--- config.mk ---
export PLATFORM = sky130hd
export DESIGN_NAME = iirdf1_front
export DESIGN_NICKNAME = d
export VERILOG_FILES = /design/src/rtl/iir_direct_form_one_filter_macros.svh /design/src/rtl/iirdf1_pkg.sv /design/src/rtl/iirdf1_front.sv
export SDC_FILE = /design/constraint.sdc
export NUM_CORES = 1
export LEC_CHECK = 0
export BUFFER_PORTS_ARGS = -buffer_cell sky130_fd_sc_hd__buf_2
export CAP_MARGIN = 20
export CORE_AREA = 10 10 47 49
export DETAILED_ROUTE_END_ITERATION = 12
export DIE_AREA = 0 0 57 59
export SETUP_SLACK_MARGIN = 0.02
export SLEW_MARGIN = 10
export SYNTH_ARGS = -nofsm -noshare
export SYNTH_HDL_FRONTEND = slang
export SYNTH_SLANG_ARGS = --single-unit
export TNS_END_PERCENT = 5
--- constraint.sdc ---
create_clock -name vclk -period 2.6
set_input_delay 0.26 -clock vclk [all_inputs]
set_output_delay 0.26 -clock vclk [all_outputs]
set_load 0.02 [all_outputs]
--- src/rtl/iir_direct_form_one_filter_macros.svh ---
// Assertion macros for the direct form I IIR filter.
// Used by the top level; expects clk and rst_n in the including scope.
`ifndef IIR_DIRECT_FORM_ONE_FILTER_MACROS_SVH
`define IIR_DIRECT_FORM_ONE_FILTER_MACROS_SVH

// Same-cycle implication, off during reset
`define IIRDF1_ASSERT_SAME(label, ante, cons, msg) \
  label: assert property (@(posedge clk) disable iff (!rst_n) (ante) |-> (cons)) \
    else $error(msg);

// Next-cycle implication, off during reset
`define IIRDF1_ASSERT_NEXT(label, ante, cons, msg) \
  label: assert property (@(posedge clk) disable iff (!rst_n) (ante) |=> (cons)) \
    else $error(msg);

`endif

--- src/rtl/iirdf1_pkg.sv ---
// Shared types and constants of the direct form I IIR filter.
// No dependencies; imported by every module of the block.
package iirdf1_pkg;

  // Fixed-point layout
  localparam int ACC_W         = 64;
  localparam int HIST_EXTRA    = 16;
  localparam int COEF_INT_BITS = 8;

  // Order register
  localparam int                ORDER_W     = 4;
  localparam logic [ORDER_W-1:0] ORDER_RESET = 4'd2;

  // Command queue between front and back end
  localparam int Q_DEPTH = 2;

  // Operation codes of an input beat
  typedef enum logic [1:0] {
    OP_FILTER = 2'd0,
    OP_COEF   = 2'd1,
    OP_CLEAR  = 2'd2,
    OP_NONE   = 2'd3
  } op_t;

  // Decoded command handed to the back end
  typedef enum logic [1:0] {
    CMD_FILTER,
    CMD_COEF_B,
    CMD_COEF_A,
    CMD_CLEAR
  } cmd_kind_t;

  // Back-end sequencer states
  typedef enum logic [2:0] {
    ST_IDLE,
    ST_ISSUE,
    ST_WAIT,
    ST_ROUND,
    ST_OUT
  } eng_state_t;

endpackage

--- src/rtl/iirdf1_front.sv ---
// Front end of the IIR filter: accepts input beats and decodes them into commands.
// Depends on iirdf1_pkg; feeds iirdf1_queue.
module iirdf1_front
  import iirdf1_pkg::*;
#(
  parameter int MAX_ORDER = 8
) (
  input  logic                                   in_valid,
  input  logic [1:0]                             in_operation,
  input  logic [$clog2(MAX_ORDER+1):0]           in_coef_index,
  input  logic                                   q_full,
  output logic                                   stall,
  output logic                                   push,
  output cmd_kind_t                              kind,
  output logic [$clog2(MAX_ORDER+1)-1:0]         addr
);

  localparam int TAP_W  = $clog2(MAX_ORDER + 1);
  localparam int STEP_W = TAP_W + 1;

  logic keep;

  // Classify the beat; drop unknown operations and out-of-range indexes
  always_comb begin
    keep = 1'b0;
    kind = CMD_FILTER;
    addr = '0;
    unique case (op_t'(in_operation))
      OP_FILTER: begin
        keep = 1'b1;
        kind = CMD_FILTER;
      end
      OP_COEF: begin
        if (in_coef_index <= STEP_W'(MAX_ORDER)) begin
          keep = 1'b1;
          kind = CMD_COEF_B;
          addr = in_coef_index[TAP_W-1:0];
        end else if (in_coef_index <= STEP_W'(2 * MAX_ORDER)) begin
          keep = 1'b1;
          kind = CMD_COEF_A;
          addr = TAP_W'(in_coef_index - STEP_W'(MAX_ORDER + 1));
        end
      end
      OP_CLEAR: begin
        keep = 1'b1;
        kind = CMD_CLEAR;
      end
      OP_NONE: begin
        keep = 1'b0;
      end
    endcase
  end

  // Hold the input side while the queue is full
  assign stall = q_full;
  assign push  = in_valid && !q_full && keep;

endmodule

Word level (Yosys, flattened, before mapping)
Index checks and enable logic that the tools add are counted.

operators by class
  $lt $le $gt $ge = 2
  reduce and logical (&&, ||, !) cells = 5
  add/subtract/negate cells = 1
  muxes and demuxes = 9
  eq/ne operators = 3

operators by type and width
  operator               count
  $mux W4                3
  $le A5 B4 Y1 const B   1
  $le A5 B5 Y1 const B   1
  $eq A2 B2 Y1 const B   2
  $mux W2                2
  $pmux W2 S2            1
  $sub A4 B4 Y4 const B  1
  $pmux W1 S3            1
  $eq A2 B1 Y1 const B   1
  $logic_and A1 B1 Y1    2
  $logic_not A2 Y1       1
  $mux W1                2
  $reduce_or A2 Y1       1
  $logic_not A1 Y1       1

storage, ports and cells
  bits in registers = 0
  output and inout port bits = 8
  word-level logic and storage cells = 20
  bits of input ports = 9

Longest topological paths before layout
Gate-level depths: netlist of the first run.

  depth in word-level cells = 5
  depth in mapped cells = 6
  depth with buffers taken out = 5

Worst setup path after synthesis of the first run
No wires, ideal clock.

  kind = input to output
  from = input port in_coef_index[0]
  to = output port kind[1]
  setup slack = 990 ps
  buffers on the path = 0
  required time = 2340 ps
  cell stages on the path = 5
  arrival time = 1350 ps
  path through = inv_1 -> ha_1 -> and4bb_2 -> a21oi_1 -> o21ai_0

on the way
  word-level cells in the longest chain between the ends = 4
  elaborated cells on any way between the ends = 5
  classes of those cells = 2 x order compare; 3 x mux

ends and longest elaborated chain
  element          line                source
  from (decl)      iirdf1_front.sv:10  input logic [$clog2(MAX_ORDER+1):0] in_coef_index,
  $le A5 B5 Y1     iirdf1_front.sv:38  end else if (in_coef_index <= STEP_W'(2 * MAX_ORDER)) begin
  $mux W2          iirdf1_front.sv:38
  $mux W2 (*)      iirdf1_front.sv:34  if (in_coef_index <= STEP_W'(MAX_ORDER)) begin
  $pmux W2 S2 (*)  iirdf1_front.sv:28  unique case (op_t'(in_operation))
  to (decl)        iirdf1_front.sv:14  output cmd_kind_t kind,

Every way passes the cells marked *; elsewhere a longest branch is shown, timed or not.

Worst setup path after layout of the first run
  from = input port in_coef_index[0]
  to = output port addr[0]

on the way
  word-level cells in the longest chain between the ends = 4
  elaborated cells on any way between the ends = 6
  classes of those cells = 1 x add/sub; 2 x order compare; 3 x mux

ends and longest elaborated chain
  element                                        line                                    source
  $sub A4 B4 Y4 or $le A5 B5 Y1 (tied branches)  iirdf1_front.sv:41, iirdf1_front.sv:38
  $mux W4                                        iirdf1_front.sv:38
  $mux W4 (*)                                    iirdf1_front.sv:34
  $mux W4 (*)                                    iirdf1_front.sv:28
  to (decl)                                      iirdf1_front.sv:15                      output logic [$clog2(MAX_ORDER+1)-1:0] addr

Marks and branches as above.

==> run metrics, run 1 <==
Worst EP arrival=between 1.5 and 2 ns; Crit. End Element=primary output; Fmax=between 0.5 and 0.6 GHz; CP max stage cell=o31a_1; core area=1400 um2; register area share after synthesis=0; drt first pass iters=4; ANT cells=0; Ys Warns=0; Final period util=0.688; Cell Chain, Critical Path=buf_2, inv_1, ha_1, nand2b_4, and4b_4, o31a_1, buf_2; final wirelength=between 900 and 1000 um; syn nets=59; layout cells sized above 1=0.397; status=finished clean; dominant cells by area after synthesis=ha_1 18%, mux2i_1 8.5%, and4bb_2 7.1%, inv_1 5.3%, o32ai_2 4.6%; drt first-iter violations=3; Synth area leader=ha_1; Comb power frac=1.000; port bufs=17; Nets=74; via count=between 300 and 400; Area Overhead vs Synth=21.6%; Synth top area share=0.177; FF/Latch Area=0 um2; first-pass GRT wire length=approximately 1500 um; DIE HEIGHT=59 um; Finished Layout Cells=74; Routed met2 length=403 um; clkbuf count=0; Post-CTS Hold Buffers=0; Mapped Area=353 um2; FILL cells=165; Core Util, Final=0.306; routed length on met1=~470 um; worst hold margin=roughly 0.76 ns; Net Switching=between 0.03 and 0.04 mW; Hold Crit Class=input pin to primary output; Resized Gates After CTS=0; gpl congestion=~0.7; Mapped Cells=45; largest net degree at the start of global routing=13; Internal=~0.028 mW; global route overflow=0; Tmin final=1.79 ns; drt via density=between 4 and 5; Post-DRT Antenna Nets=0; hold path cells=2; Synth top cells by count=5 x ha_1, 5 x inv_1, 3 x mux2i_1, 3 x nand2_1; Initial Utilization=0.252; setup TNS=0 ns; leakage=0.216 nW; Avg Inst Size Synth=7.84 um2; Max VDD drop=0.0000452 V; Worst Tran Pin Value=~0.29 ns; Final Slew Violations=0; Max-slew headroom=0.804; RSZ-0062 raised after global routing=no; clock share of power=0; CP max stage delay=0.29 ns; maxcap violations=0; # setup viols final=0; all-layer global routing usage=0.0508; Setup crit start kind=input pin; Setup CP Type=input pin to primary output; initial antenna violation count=0; I/O pins=17; placement row count=14; Crit path top cell by count=buf_2; final hold vios=0; Pwr Density=around 150 nW/um2; dpl hpwl=a little under 800 um; Net Sw Frac=0.557; Reg power frac=0; seq_cells=0; vias in the first global route=370; setup repair bufs after CTS=0; Yosys cell types=27; Crit path required time=about 2.3 ns; met3 routed WL=between 40 and 50 um; DRC viols=0; critical-path maximum fanout=9; wire length per cell=about 12 um; highest routed layer=met3; die width=57 um; dpl cells=74; Die ar.=3360 um2
==> layout make-up <==
type | instances | area, um2 | area share
multi-input cells | 36 | 305 | 0.711
repair buffers | 17 | 85.1 | 0.198
inverters | 5 | 18.8 | 0.0437
well taps | 16 | 20.0 | 0.0466
==> layout by cell type, fill, tap and decap left out, types with 2 or more instances in the layout <==
master	Yosys	final
ha_1	5	5
nand2b_1	2	2
nand2_1	3	3
and4bb_2	2	2
buf_2	2	17
nor2b_1	2	2
a21oi_1	2	2
mux2i_1	3	3
inv_1	5	5
nor2_1	2	2
==> cells by family (layout without fill, tap and decap cells) <==
logic type | after synthesis | after routing | synth area share
AO/OA/AOI/OAI | 10 | 10 | 0.223
buffers and inverters | 9 | 22 | 0.135
multiplexers | 3 | 3 | 0.0851
AND/OR/NAND/NOR | 17 | 17 | 0.355
XOR/XNOR | 1 | 1 | 0.0248
adder cells (fa/ha/maj) | 5 | 5 | 0.177
==> stage by stage <==
step	area (um2)	total power [mW]	worst slack [ns]
after floorplan	353	0.0465	0.990
after global placement	429	0.0624	0.817
after detailed placement	429	0.0629	0.807
after CTS	429	0.0634	0.800
after global routing	429	0.0699	0.734
final	429	0.0624	0.810
==> layer usage <==
metal | up-vias | track usage
met5 | - | 0
met4 | 0 | 0
met3 | 0 | 0.00858
met2 | 13 | 0.0868
met1 | 160 | 0.0683
li1 | 189 | -
==> power groups by stage <==
stage	combinational (mW)	clock [mW]	sequential (mW)
detailed placement	0.0629	0	0
global placement	0.0624	0	0
CTS	0.0634	0	0
floorplan	0.0465	0	0
finish	0.0624	0	0
global route	0.0699	0	0
==> worst paths after layout <==
kind / startpoint / slack (ns) / endpoint
worst max-delay path: in_coef_index[0] / 0.81 / addr[0]
worst min-delay path: q_full / 0.76 / stall
==> worst max-delay path: cells and delay by family <==
family	cells	cell delay (ns)
compound gates	1	0.29
fa+ha+maj	1	0.27
buf+inv	3	0.38
simple gates	2	0.33
No activity file was read; power rests on OpenSTA's default activity.
==> run 2, diff against run 1 <==
--- a/config.mk
+++ b/config.mk
@@ -5,6 +5,7 @@
 export SDC_FILE = /design/constraint.sdc
 export NUM_CORES = 1
 export LEC_CHECK = 0
+export ABC_AREA = 1
 export BUFFER_PORTS_ARGS = -buffer_cell sky130_fd_sc_hd__buf_2
 export CAP_MARGIN = 20
 export CORE_AREA = 10 10 47 49
==> constraint.sdc (replaced) <==
create_clock -name vclk -period 1.64
set_input_delay 0.164 -clock vclk [all_inputs]
set_output_delay 0.164 -clock vclk [all_outputs]
set_load 0.02 [all_outputs]
==> run 2 against run 1 <==
  * Area after synthesis shrank 17%
  * Largest power group unchanged
  * Routed wire length fell by 17%
  * Hold slack got worse by 0.19 ns
  * Total power increased by 53%
  * Utilization is 2.7 points lower
  * Design area fell by 8.7%
  * Sequential share of layout area unchanged
  * Critical path type unchanged
  * Non-clock buffer count is the same
  * Critical endpoint is now addr[1]
==> run metrics, run 2 <==
Critical Path End=addr[1]; FF/Latch Area=0 um2 (unchanged); Tmin final=between 1 and 1.5 ns; setup TNS=0 ns (unchanged); drt first-iter violations=6 (+3); Ys Warns=0 (unchanged); Synth top cells by count=10 x inv_1, 7 x nand3_1, 6 x nand2_1; CP max stage delay=0.24 ns (-0.05 ns); critical path startpoint=in_coef_index[0]; setup repair bufs after CTS=0 (unchanged); global route overflow=0 (unchanged); Final Cell Area=392 um2 (-8.7%); commonest non-fill, non-tap cell in the layout=buf_2; syn nets=62 (+5.1%); most frequent cells in the layout=17 x buf_2, 10 x inv_1, 7 x nand3_1; final hold vios=0 (unchanged); maxcap violations=0 (unchanged); met3 routed WL=35 um (-22%); Routed met2 length=384 um (-4.7%); Comb power frac=1.000 (about the same); placement row count=14 (unchanged); cell with the most instances after synthesis=inv_1; drt first pass iters=4 (unchanged); Setup CP Type=input pin to primary output; first-pass GRT wire length=1260 um (-18%); Net Switching=0.0592 mW (+70%); Crit. End Element=primary output; RSZ-0062 raised after global routing=no; WP buf/inv=3 (unchanged); Worst Tran Pin Value=0.275 ns (-0.0145 ns); Crit path required time=1.48 ns (-0.86 ns); via count=336 (-7.2%); clock share of power=0 (unchanged); seq_cells=0 (unchanged); highest routed layer=met3; register area share after synthesis=0 (unchanged); Synth top area share=0.213 (+0.0355); Die ar.=3360 um2 (unchanged); Final Slew Violations=0 (unchanged); largest net degree at the start of global routing=6 (-7); final wirelength=758 um (-17%); leakage=0.258 nW (+19%); Worst EP arrival=1.26 ns (-0.27 ns); Fmax=between 0.7 and 0.8 GHz; wire length per cell=9.48 um (-23%); worst hold margin=0.565 ns (-0.192 ns); Initial Utilization=0.210 (-0.0420); status=finished clean; Post-DRT Antenna Nets=0 (unchanged); Mapped Cells=48 (+6.7%); die width=57 um (unchanged); Mapped Area=294 um2 (-17%); Resized Gates After CTS=0 (unchanged); dominant cells by area after synthesis=ha_1 21%, inv_1 13%, nand3_1 12%, nand2_4 11%, nand2_1 7.7%; all-layer global routing usage=0.0409 (-0.00991); dpl cell area=392 um2 (-8.7%); Max VDD drop=0.0000927 V (+100%); Avg Inst Size Synth=6.13 um2 (-22%); Synth area leader=ha_1; Net Sw Frac=0.620 (+0.0628); DRC viols=0 (unchanged); crit-path leading delay family=buffers and inverters; dpl hpwl=701 um (-9.7%); Max-slew headroom=0.815 (+0.0104); gpl congestion=0.788 (+13%); routed length on met1=338 um (-27%); Crit path top cell by count=buf_2; Reg power frac=0 (unchanged); Hold Crit Class=input pin to primary output; Internal=0.0363 mW (+31%); clkbuf count=0 (unchanged); critical-path maximum fanout=4 (-5); Final period util=0.869; # setup viols final=0 (unchanged); FILL cells=180 (+9.1%); Core Util, Final=0.279 (-0.0268); vias in the first global route=311 (-16%); CP max stage cell=ha_1; port bufs=17 (unchanged); cell count along the critical path=8 (+1); drt via density=4.20 (-14%); Cell Chain, Critical Path=buf_2, inv_1, ha_1, nand2_4, o21ai_2, nand2_1, a21oi_1, buf_2; Area Overhead vs Synth=33.2%; ANT cells=0 (unchanged); I/O pins=17 (unchanged); DIE HEIGHT=59 um (unchanged); core area=1400 um2 (unchanged); Yosys cell types=15 (-44%); Setup crit start kind=input pin; Post-CTS Hold Buffers=0 (unchanged); initial antenna violation count=0 (unchanged); Nets=80 (+8.1%); Pwr Density=244 nW/um2 (+68%); layout cells sized above 1=0.422 (+0.0253)
## run 2: changes by cell type after synthesis, sizes merged, moves of 2 or more
cell    before  now
nand2        3   11
inv          5   12
nand3        0    7
a21oi        2    6
buf          4    1
mux2i        3    0
nand2b       3    0
and4bb       2    0
nor2b        2    0
## run 2: power by group through the flow
stage	Sequential (mW)	Combinational (mW)	Clock [mW]
floorplan	0	0.0658	0
global placement	0	0.0954	0
detailed placement	0	0.0964	0
CTS	0	0.0968	0
global route	0	0.108	0
finish	0	0.0954	0
## run 2: worst min-delay path by stage
| stage | depth (start not counted) | to | slack (ns) | from |
|---|---|---|---|---|
| floorplan | 1 | stall | 0.44 | q_full |
| global placement | 2 | stall | 0.57 | q_full |
| detailed placement | 2 | stall | 0.57 | q_full |
| CTS | 2 | stall | 0.57 | q_full |
| global route | 2 | stall | 0.59 | q_full |
| finish | 2 | stall | 0.56 | q_full |
## run 2: cell type report
| cell class | count | area (um2) | share of cell area |
|---|---|---|---|
| repair buffers | 17 | 85.1 | 0.217 |
| multi-input cells | 35 | 241 | 0.617 |
| inverters | 12 | 45.0 | 0.115 |
| well taps | 16 | 20.0 | 0.0511 |
## run 2: cells by family (layout without fill, tap and decap cells)
logic type | Yosys count | in the layout | synth area share
buffers and inverters | 13 | 29 | 0.179
xor gates and xnor gates | 1 | 1 | 0.0298
and+or+nand+nor | 20 | 20 | 0.379
adders and majority gates | 5 | 5 | 0.213
AOI/OAI and AO/OA | 9 | 9 | 0.200
## run 2: layer usage
| metal | vias up | GRT usage |
|---|---|---|
| met1 | 143 | 0.0542 |
| met4 | 0 | 0 |
| met3 | 0 | 0.00429 |
| met5 | - | 0 |
| met2 | 8 | 0.0729 |
| li1 | 185 | - |
## run 2: through the flow
stage	worst slack, ns	total power [mW]	std cells
2_1_floorplan	0.353	0.0658	48
3_3_place_gp	0.243	0.0954	80
3_5_place_dp	0.220	0.0964	80
4_1_cts	0.217	0.0968	80
5_1_grt	0.121	0.108	80
6_report	0.215	0.0954	80
